### src/design/jsrd_pkg.sv
// ----------------------------------------------------------------------------
// jsrd_pkg
// Shared types and constants for the joystick smoothstep ramp drive.
// ----------------------------------------------------------------------------
package jsrd_pkg;

  localparam int SAMPLE_BITS = 10;

  localparam int CENTER_W = 10;
  localparam int DZ_W     = 9;
  localparam int RANGE_W  = 10;
  localparam int STEP_W   = 8;
  localparam int DMAX_W   = 8;
  localparam int CFG_W    = 10;
  localparam int CFG_IDX_W = 3;

  localparam int MAG_W  = (SAMPLE_BITS > CENTER_W) ? SAMPLE_BITS : CENTER_W;
  localparam int SPAN_W = RANGE_W;
  localparam int QUOT_W = 16;
  localparam int CNT_W  = $clog2(QUOT_W);

  localparam int T_W    = QUOT_W + 1;
  localparam int MUL_W  = T_W + 1;
  localparam int PROD_W = 2 * MUL_W;
  localparam int DUTY_W = 16;

  localparam logic [T_W-1:0]   ONE_Q16   = T_W'(65536);
  localparam logic [MUL_W-1:0] THREE_Q16 = MUL_W'(196608);

  localparam logic [CENTER_W-1:0] CENTER_RST = CENTER_W'(512);
  localparam logic [DZ_W-1:0]     DZ_RST     = DZ_W'(40);
  localparam logic [RANGE_W-1:0]  RANGE_RST  = RANGE_W'(470);
  localparam logic [STEP_W-1:0]   STEP_RST   = STEP_W'(8);
  localparam logic [DMAX_W-1:0]   DMAX_RST   = DMAX_W'(200);

  localparam logic [CFG_IDX_W-1:0] CFG_CENTER     = 3'd0;
  localparam logic [CFG_IDX_W-1:0] CFG_DEADZONE   = 3'd1;
  localparam logic [CFG_IDX_W-1:0] CFG_FULL_RANGE = 3'd2;
  localparam logic [CFG_IDX_W-1:0] CFG_RAMP_STEP  = 3'd3;
  localparam logic [CFG_IDX_W-1:0] CFG_DUTY_MAX   = 3'd4;

  typedef enum logic [2:0] {
    S_IDLE,
    S_PREP,
    S_DIV,
    S_SQ,
    S_CUBE,
    S_SCALE,
    S_RAMP
  } state_e;

endpackage

### src/design/jsrd_div.sv
// ----------------------------------------------------------------------------
// jsrd_div
// Radix-2 restoring divider, one quotient bit per cycle, fraction only.
// ----------------------------------------------------------------------------
module jsrd_div (
  input  logic                          clk_i,
  input  logic                          rst_ni,
  input  logic                          start_i,
  input  logic [jsrd_pkg::SPAN_W-1:0]   dividend_i,
  input  logic [jsrd_pkg::SPAN_W-1:0]   divisor_i,
  output logic                          done_o,
  output logic [jsrd_pkg::QUOT_W-1:0]   quot_o
);
  import jsrd_pkg::*;

  logic                busy_q, busy_d;
  logic                done_q, done_d;
  logic [CNT_W-1:0]    cnt_q, cnt_d;
  logic [SPAN_W-1:0]   rem_q, rem_d;
  logic [SPAN_W-1:0]   dvs_q, dvs_d;
  logic [QUOT_W-1:0]   quot_q, quot_d;
  logic [SPAN_W:0]     rem2;
  logic                ge;

  always_comb begin
    rem2   = {rem_q, 1'b0};
    ge     = rem2 >= {1'b0, dvs_q};
    busy_d = busy_q;
    done_d = 1'b0;
    cnt_d  = cnt_q;
    rem_d  = rem_q;
    dvs_d  = dvs_q;
    quot_d = quot_q;
    if (start_i) begin
      busy_d = 1'b1;
      cnt_d  = '0;
      rem_d  = dividend_i;
      dvs_d  = divisor_i;
      quot_d = '0;
    end else if (busy_q) begin
      rem_d  = ge ? SPAN_W'(rem2 - {1'b0, dvs_q}) : SPAN_W'(rem2);
      quot_d = {quot_q[QUOT_W-2:0], ge};
      cnt_d  = cnt_q + CNT_W'(1);
      if (cnt_q == CNT_W'(QUOT_W - 1)) begin
        busy_d = 1'b0;
        done_d = 1'b1;
      end
    end
  end

  always_ff @(posedge clk_i or negedge rst_ni) begin
    if (!rst_ni) begin
      busy_q <= 1'b0;
      done_q <= 1'b0;
      cnt_q  <= '0;
    end else begin
      busy_q <= busy_d;
      done_q <= done_d;
      cnt_q  <= cnt_d;
    end
  end

  always_ff @(posedge clk_i) begin
    rem_q  <= rem_d;
    dvs_q  <= dvs_d;
    quot_q <= quot_d;
  end

  assign done_o = done_q;
  assign quot_o = quot_q;

endmodule

### src/design/jsrd_mul.sv
// ----------------------------------------------------------------------------
// jsrd_mul
// Shared unsigned multiplier with a registered product.
// ----------------------------------------------------------------------------
module jsrd_mul (
  input  logic                          clk_i,
  input  logic                          en_i,
  input  logic [jsrd_pkg::MUL_W-1:0]    a_i,
  input  logic [jsrd_pkg::MUL_W-1:0]    b_i,
  output logic [jsrd_pkg::PROD_W-1:0]   p_o
);
  import jsrd_pkg::*;

  logic [PROD_W-1:0] p_q;

  always_ff @(posedge clk_i) begin
    if (en_i) begin
      p_q <= PROD_W'(a_i) * PROD_W'(b_i);
    end
  end

  assign p_o = p_q;

endmodule

### src/design/joystick_smoothstep_ramp_drive.sv
// ----------------------------------------------------------------------------
// joystick_smoothstep_ramp_drive
// Deadzone, smoothstep shaping and slew-limited duty for an H-bridge drive.
// ----------------------------------------------------------------------------
// Sequence: prepare, then the ramp step directly in stop; when deflection
// saturates, square, cube, scale, ramp; else divide, then square, cube, scale, ramp.
// Items: one at a time; the next item is taken the cycle after the
// result is loaded; the ramp step waits while the output is stalled.
// Reset: config registers return to their defaults, the stored ramp duty clears to zero.
module joystick_smoothstep_ramp_drive (
  input  logic                               clk_i,
  input  logic                               rst_ni,
  input  logic                               cfg_we_i,
  input  logic [jsrd_pkg::CFG_IDX_W-1:0]     cfg_idx_i,
  input  logic [jsrd_pkg::CFG_W-1:0]         cfg_wdata_i,
  input  logic                               in_valid_i,
  output logic                               in_stall_o,
  input  logic [jsrd_pkg::SAMPLE_BITS-1:0]   raw_x_i,
  output logic                               out_valid_o,
  input  logic                               out_stall_i,
  output logic                               line_a_o,
  output logic                               line_b_o,
  output logic [7:0]                         duty_o,
  output logic [7:0]                         target_duty_o
);
  import jsrd_pkg::*;

  state_e state_q, state_d;

  logic [CENTER_W-1:0] center_q;
  logic [DZ_W-1:0]     deadzone_q;
  logic [RANGE_W-1:0]  full_range_q;
  logic [STEP_W-1:0]   ramp_step_q;
  logic [DMAX_W-1:0]   duty_max_q;

  logic [SAMPLE_BITS-1:0] raw_q;
  logic                   fwd_q, fwd_d;
  logic                   stop_q, stop_d;
  logic [T_W-1:0]         t_q, t_d;
  logic [DUTY_W-1:0]      ramp_q, ramp_d;

  logic       out_valid_q, out_valid_d;
  logic       line_a_q, line_b_q;
  logic [7:0] duty_q, target_duty_q;
  logic       load_out;

  logic [MAG_W-1:0]  raw_ext, ctr_ext, mag, excess;
  logic [SPAN_W-1:0] span;
  logic              span_pos, sat, stop_now;

  logic              div_start, div_done;
  logic [QUOT_W-1:0] quot;

  logic              mul_en;
  logic [MUL_W-1:0]  mul_a, mul_b;
  logic [PROD_W-1:0] prod;
  logic [T_W-1:0]    t2;
  logic [MUL_W-1:0]  poly;
  logic [PROD_W-17:0] s_full;
  logic [T_W-1:0]    s_sat;

  logic [DUTY_W-1:0] target, step, ramp_nx;
  logic [DUTY_W:0]   up, tgt_plus;
  logic [7:0]        duty_clamp;

  jsrd_div u_div (
    .clk_i      (clk_i),
    .rst_ni     (rst_ni),
    .start_i    (div_start),
    .dividend_i (excess[SPAN_W-1:0]),
    .divisor_i  (span),
    .done_o     (div_done),
    .quot_o     (quot)
  );

  jsrd_mul u_mul (
    .clk_i (clk_i),
    .en_i  (mul_en),
    .a_i   (mul_a),
    .b_i   (mul_b),
    .p_o   (prod)
  );

  always_comb begin
    raw_ext  = MAG_W'(raw_q);
    ctr_ext  = MAG_W'(center_q);
    mag      = (raw_ext >= ctr_ext) ? (raw_ext - ctr_ext) : (ctr_ext - raw_ext);
    stop_now = mag <= MAG_W'(deadzone_q);
    excess   = mag - MAG_W'(deadzone_q);
    span_pos = full_range_q > RANGE_W'(deadzone_q);
    span     = full_range_q - RANGE_W'(deadzone_q);
    sat      = !span_pos || (excess >= MAG_W'(span));

    t2     = prod[32:16];
    poly   = THREE_Q16 - {t_q, 1'b0};
    s_full = prod[PROD_W-1:16];
    s_sat  = (s_full > (PROD_W-16)'(ONE_Q16)) ? ONE_Q16 : s_full[T_W-1:0];

    target   = stop_q ? '0 : prod[23:8];
    step     = {ramp_step_q, 8'h00};
    up       = {1'b0, ramp_q} + {1'b0, step};
    tgt_plus = {1'b0, target} + {1'b0, step};
    if (ramp_q < target) begin
      ramp_nx = (up < {1'b0, target}) ? up[DUTY_W-1:0] : target;
    end else if (ramp_q > target) begin
      ramp_nx = ({1'b0, ramp_q} >= tgt_plus) ? (ramp_q - step) : target;
    end else begin
      ramp_nx = ramp_q;
    end
    duty_clamp = (ramp_nx[15:8] > duty_max_q) ? duty_max_q : ramp_nx[15:8];
  end

  always_comb begin
    state_d   = state_q;
    fwd_d     = fwd_q;
    stop_d    = stop_q;
    t_d       = t_q;
    ramp_d    = ramp_q;
    div_start = 1'b0;
    load_out  = 1'b0;
    mul_en    = 1'b1;
    mul_a     = '0;
    mul_b     = '0;
    in_stall_o = (state_q != S_IDLE);
    case (state_q)
      S_IDLE: begin
        if (in_valid_i) begin
          state_d = S_PREP;
        end
      end
      S_PREP: begin
        fwd_d  = raw_ext > ctr_ext;
        stop_d = stop_now;
        if (stop_now) begin
          state_d = S_RAMP;
        end else if (sat) begin
          t_d     = ONE_Q16;
          state_d = S_SQ;
        end else begin
          div_start = 1'b1;
          state_d   = S_DIV;
        end
      end
      S_DIV: begin
        if (div_done) begin
          t_d     = T_W'(quot);
          state_d = S_SQ;
        end
      end
      S_SQ: begin
        mul_a   = MUL_W'(t_q);
        mul_b   = MUL_W'(t_q);
        state_d = S_CUBE;
      end
      S_CUBE: begin
        mul_a   = MUL_W'(t2);
        mul_b   = poly;
        state_d = S_SCALE;
      end
      S_SCALE: begin
        mul_a   = MUL_W'(s_sat);
        mul_b   = MUL_W'(duty_max_q);
        state_d = S_RAMP;
      end
      S_RAMP: begin
        mul_en = 1'b0;
        if (!out_valid_q || !out_stall_i) begin
          load_out = 1'b1;
          ramp_d   = ramp_nx;
          state_d  = S_IDLE;
        end
      end
      default: begin
        state_d = S_IDLE;
      end
    endcase
    out_valid_d = load_out || (out_valid_q && out_stall_i);
  end

  always_ff @(posedge clk_i or negedge rst_ni) begin
    if (!rst_ni) begin
      state_q     <= S_IDLE;
      ramp_q      <= '0;
      out_valid_q <= 1'b0;
      center_q     <= CENTER_RST;
      deadzone_q   <= DZ_RST;
      full_range_q <= RANGE_RST;
      ramp_step_q  <= STEP_RST;
      duty_max_q   <= DMAX_RST;
    end else begin
      state_q     <= state_d;
      ramp_q      <= ramp_d;
      out_valid_q <= out_valid_d;
      if (cfg_we_i) begin
        case (cfg_idx_i)
          CFG_CENTER:     center_q     <= cfg_wdata_i[CENTER_W-1:0];
          CFG_DEADZONE:   deadzone_q   <= cfg_wdata_i[DZ_W-1:0];
          CFG_FULL_RANGE: full_range_q <= cfg_wdata_i[RANGE_W-1:0];
          CFG_RAMP_STEP:  ramp_step_q  <= cfg_wdata_i[STEP_W-1:0];
          CFG_DUTY_MAX:   duty_max_q   <= cfg_wdata_i[DMAX_W-1:0];
          default: ;
        endcase
      end
    end
  end

  always_ff @(posedge clk_i) begin
    if (state_q == S_IDLE && in_valid_i) begin
      raw_q <= raw_x_i;
    end
    fwd_q  <= fwd_d;
    stop_q <= stop_d;
    t_q    <= t_d;
    if (load_out) begin
      line_a_q      <= !stop_q && fwd_q;
      line_b_q      <= !stop_q && !fwd_q;
      duty_q        <= stop_q ? 8'h00 : duty_clamp;
      target_duty_q <= target[15:8];
    end
  end

  assign out_valid_o   = out_valid_q;
  assign line_a_o      = line_a_q;
  assign line_b_o      = line_b_q;
  assign duty_o        = duty_q;
  assign target_duty_o = target_duty_q;

`ifndef SYNTHESIS
  a_busy_after_accept: assert property (@(posedge clk_i) disable iff (!rst_ni)
    (in_valid_i && !in_stall_o) |=> in_stall_o)
    else $error("item accepted but block not busy");

  a_div_done_in_div: assert property (@(posedge clk_i) disable iff (!rst_ni)
    div_done |-> (state_q == S_DIV))
    else $error("divider finished outside divide state");

  a_lines_exclusive: assert property (@(posedge clk_i) disable iff (!rst_ni)
    out_valid_o |-> !(line_a_o && line_b_o))
    else $error("both bridge lines high");

  a_stop_zero: assert property (@(posedge clk_i) disable iff (!rst_ni)
    (out_valid_o && !line_a_o && !line_b_o) |-> (duty_o == 8'h00 && target_duty_o == 8'h00))
    else $error("nonzero duty in stop");
`endif

endmodule
### config.mk
export PLATFORM = sky130hd
export DESIGN_NAME = joystick_smoothstep_ramp_drive
export DESIGN_NICKNAME = d
export VERILOG_FILES = /design/src/design/jsrd_pkg.sv /design/src/design/jsrd_div.sv /design/src/design/jsrd_mul.sv /design/src/design/joystick_smoothstep_ramp_drive.sv
export SDC_FILE = /design/constraint.sdc
export NUM_CORES = 1
export LEC_CHECK = 0
export BUFFER_PORTS_ARGS = -buffer_cell sky130_fd_sc_hd__buf_2
export CORE_MARGIN = 3
export CORE_UTILIZATION = 55
export CTS_BUF_LIST = sky130_fd_sc_hd__clkbuf_8
export DETAILED_ROUTE_END_ITERATION = 8
export GPL_TIMING_DRIVEN = 0
export PLACE_DENSITY = 0.74
export SYNTH_ARGS = -nofsm -noshare
export SYNTH_HDL_FRONTEND = slang
export SYNTH_SLANG_ARGS = --single-unit
### constraint.sdc
create_clock -name clk_i -period 21.9 [get_ports clk_i]
set_clock_uncertainty 0.2 [all_clocks]
set_input_delay 4.38 -clock clk_i [delete_from_list [all_inputs] [get_ports clk_i]]
set_output_delay 4.38 -clock clk_i [all_outputs]
set_load 0.02 [all_outputs]
==> flow_summary.toml <==
[global_routing]
grt_max_degree = 67
antenna_found_initial = 0
grt_pass1_vias = 17700
grt_use_total = 0.279
grt_pass1_wl_um = 92100
grt-ovfl-total = 0

[pwr]
seq_power_share = 0.213
leakage_nw = 11.1
clock_power_share = 0.083
pwr-share-comb = 0.705
switching_power_w = 0.00151
p_int_w = 0.00141
p_total_w = 0.00291
vdd_drop_max_v = 0.000130
pwr_density_cell_nw_per_um2 = 127
switching_share = 0.517

[route]
ant_nets = 0
first_pass_iters = 6
vias_per_cell = 5.78
routed_wl_um = 56000
via_count = 17100
dr.first_iter.drc_count = 1496
wire_per_inst_um = 18.9
drc = 0

[synthesis]
ys_seq_area_frac = 0.228
synth-seq-cells = 181
synth_top_flop_cell = "edfxtp_1"
syn-mean-instance-area_sq_um = 9.17
synth_edf_count = 94
syn_inst = 2359
ys_types = 77
synth-warning-count = 0
async_flop_share = 0.392
synth.net_count = 2861
synthesis.area_sq_um = 21600

[clock_network]
cts.clk_slew.worst_paths_ps = 110
cts.path.max_buffers = 2
cts_setup_buffers = 0
clk_latency_ps = 510
cts_buffers = 17
cts_hold_buf = 0
h-tree-depth = 4
cts_resized = 0
cts.sinks = 181
root_buffer = "clkbuf_8"
cts_tree = "done"

[die]
dieWidth_um = 204
start_util = 0.558
die_h_um = 204
dieArea_sq_um = 41700
coreArea_sq_um = 38700
rows = 72
boundaryPins = 48

[placement]
dp.final_hpwl_um = 45900
gp_congestion = 0.974
placed_cells = 2927
io_buffers = 47

[worst_setup_path]
crit_fanout = 10
critPathKind = "flip-flop to flip-flop"
path_delay_family = "adder cells"
cp.required_ps = 22010
end_kind = "flip-flop"
crit_top_cell = "fa_1"
r2r_setup_slack_ps = 11770
worstSetupStartpointType = "flip-flop"
cp_slowest_cell = "a21oi_1"
max_stage_delay_ps = 830
critPathBufInv = 6
worstPathArrival_ps = 10240

[sta]
setup_viol = 0
hold_violations = 0
tns_ps = 0
final_min_period_over_clock_period = 0.463
rsz0062_at_grt = "false"
period_needed_ps = 10130
fmax_mhz = 98.7
max_slew_margin = 0.238
worst_hold_slack_ps = 303
tightest_slew_ps = 1130
slew_violations = 0

[cells_and_area]
finalNonFillerCells = 2959
fin_util = 0.594
n_antenna_cell = 0
fillers = 3393
layout.nets = 2930
syn_to_final_growth_pct = 6.33
drive_gt1_frac = 0.0631

[hold_path]
hold_path_class = "flip-flop to flip-flop"

[run]
max_cap_viol_count = 0

[status]
status = "completed"
==> synthesized netlist by cell type, types with 10 or more instances <==
cell,number,share of area
o31ai_1,13,0.0045
nor2_1,213,0.037
nor2b_1,22,0.0064
o21ai_0,83,0.019
dfxtp_1,16,0.015
inv_1,396,0.069
a22oi_1,25,0.0087
edfxtp_1,94,0.13
nor3_1,22,0.0051
a21oi_1,78,0.018
fa_1,245,0.23
o211ai_1,10,0.0035
ha_1,229,0.13
o21bai_1,11,0.0038
dfrtp_1,58,0.067
nand2b_1,33,0.0095
xnor2_1,55,0.022
a22o_1,26,0.011
dfstp_2,13,0.016
o21a_1,14,0.0049
and2_1,29,0.0084
nand2_1,289,0.050
nand3_1,23,0.0053
mux2_2,37,0.019
nand4_1,16,0.0046
mux2i_1,27,0.012
a211oi_1,10,0.0035
xor2_1,26,0.011
a21o_1,37,0.013
clkbuf_1,70,0.012
==> path summary, 6_finish.rpt <==
kind / startpoint / cells past startpoint / end
min in group asynchronous: rst_ni / 1 / full_range_q[9]
hold / removal: u_div.quot_o[15] / 2 / u_div.quot_o[15]
setup reg to reg: u_mul.p_o[20] / 27 / u_mul.p_o[26]
setup / recovery: u_mul.p_o[20] / 27 / u_mul.p_o[26]
hold reg to reg: u_div.quot_o[15] / 2 / u_div.quot_o[15]
max in group asynchronous: rst_ni / 2 / duty_max_q[3]
==> stage by stage <==
step / area [sq um] / worst slack, ps
floorplan: 21600 / 14200
global placement: 22500 / 12110
detailed placement: 22600 / 12030
CTS: 23000 / 11990
global route: 23000 / 11450
finish: 23000 / 11770
==> worst reg2reg max path, delay by kind of cell (launching register included) <==
| kind | cells | cell delay (ps) |
|---|---|---|
| fa+ha+maj | 7 | 3560 |
| flops | 1 | 560 |
| xor+xnor | 1 | 290 |
| compound gates | 6 | 2250 |
| buf+inv | 6 | 1510 |
| simple gates | 7 | 1570 |
==> flip-flops by register name (all words and copies together), names as in the netlist, 16 cells and up <==
register	flops
t_q	17
ramp_q	16
u_div.quot_o	16
u_mul.p_o	27
==> power groups by stage <==
stage          Combinational [W]  Clock, W  Sequential [W]
2_1_floorplan            0.00147         0        0.000595
3_3_place_gp             0.00193         0        0.000620
3_5_place_dp             0.00201         0        0.000623
4_1_cts                  0.00202  0.000246        0.000616
5_1_grt                  0.00229  0.000261        0.000630
6_report                 0.00205  0.000241        0.000619
==> cell families (layout without fill, tap and decap cells) <==
kind of cell,count (synthesis),count (layout),synth area share
XOR/XNOR,82,82,0.0338
multiplexers,65,65,0.0325
AND/OR/NAND/NOR,692,692,0.141
adder cells (fa/ha/maj),474,474,0.359
flip-flops,181,181,0.228
AO/OA/AOI/OAI,386,386,0.120
buffers and inverters,479,561,0.0850
==> placed cells by master (no fill, tap or decap), types with 33 or more instances in the layout <==
cell and count:
ha_1 229, o21ai_0 83, clkbuf_1 70, nor2_1 213
nand2_1 289, nand2b_1 33, inv_1 396, mux2_2 37
edfxtp_1 94, a21o_1 37, a21oi_1 78, xnor2_1 55
fa_1 245, dfrtp_1 58, buf_2 50
==> layout make-up <==
cell class	instances	area [sq um]	share of cell area
multi-input combinational	1699	14900	0.646
buffer	82	348	0.0151
timing repair buffer	50	300	0.0131
inverter	397	1490	0.0648
sequential	181	4940	0.215
clock buffer	17	234	0.0102
tap	518	648	0.0282
clock inverter	15	181	0.00789
==> routing by layer <==
| layer | wire (um) | global-route usage | vias to the layer above |
|---|---|---|---|
| li1 | - | - | 7876 |
| met1 | 23400 | 0.376 | 8259 |
| met2 | 25600 | 0.447 | 774 |
| met3 | 4600 | 0.0510 | 188 |
| met4 | 2380 | 0.116 | 0 |
| met5 | 0 | 0 | - |
(Power assumes the default switching activity.)
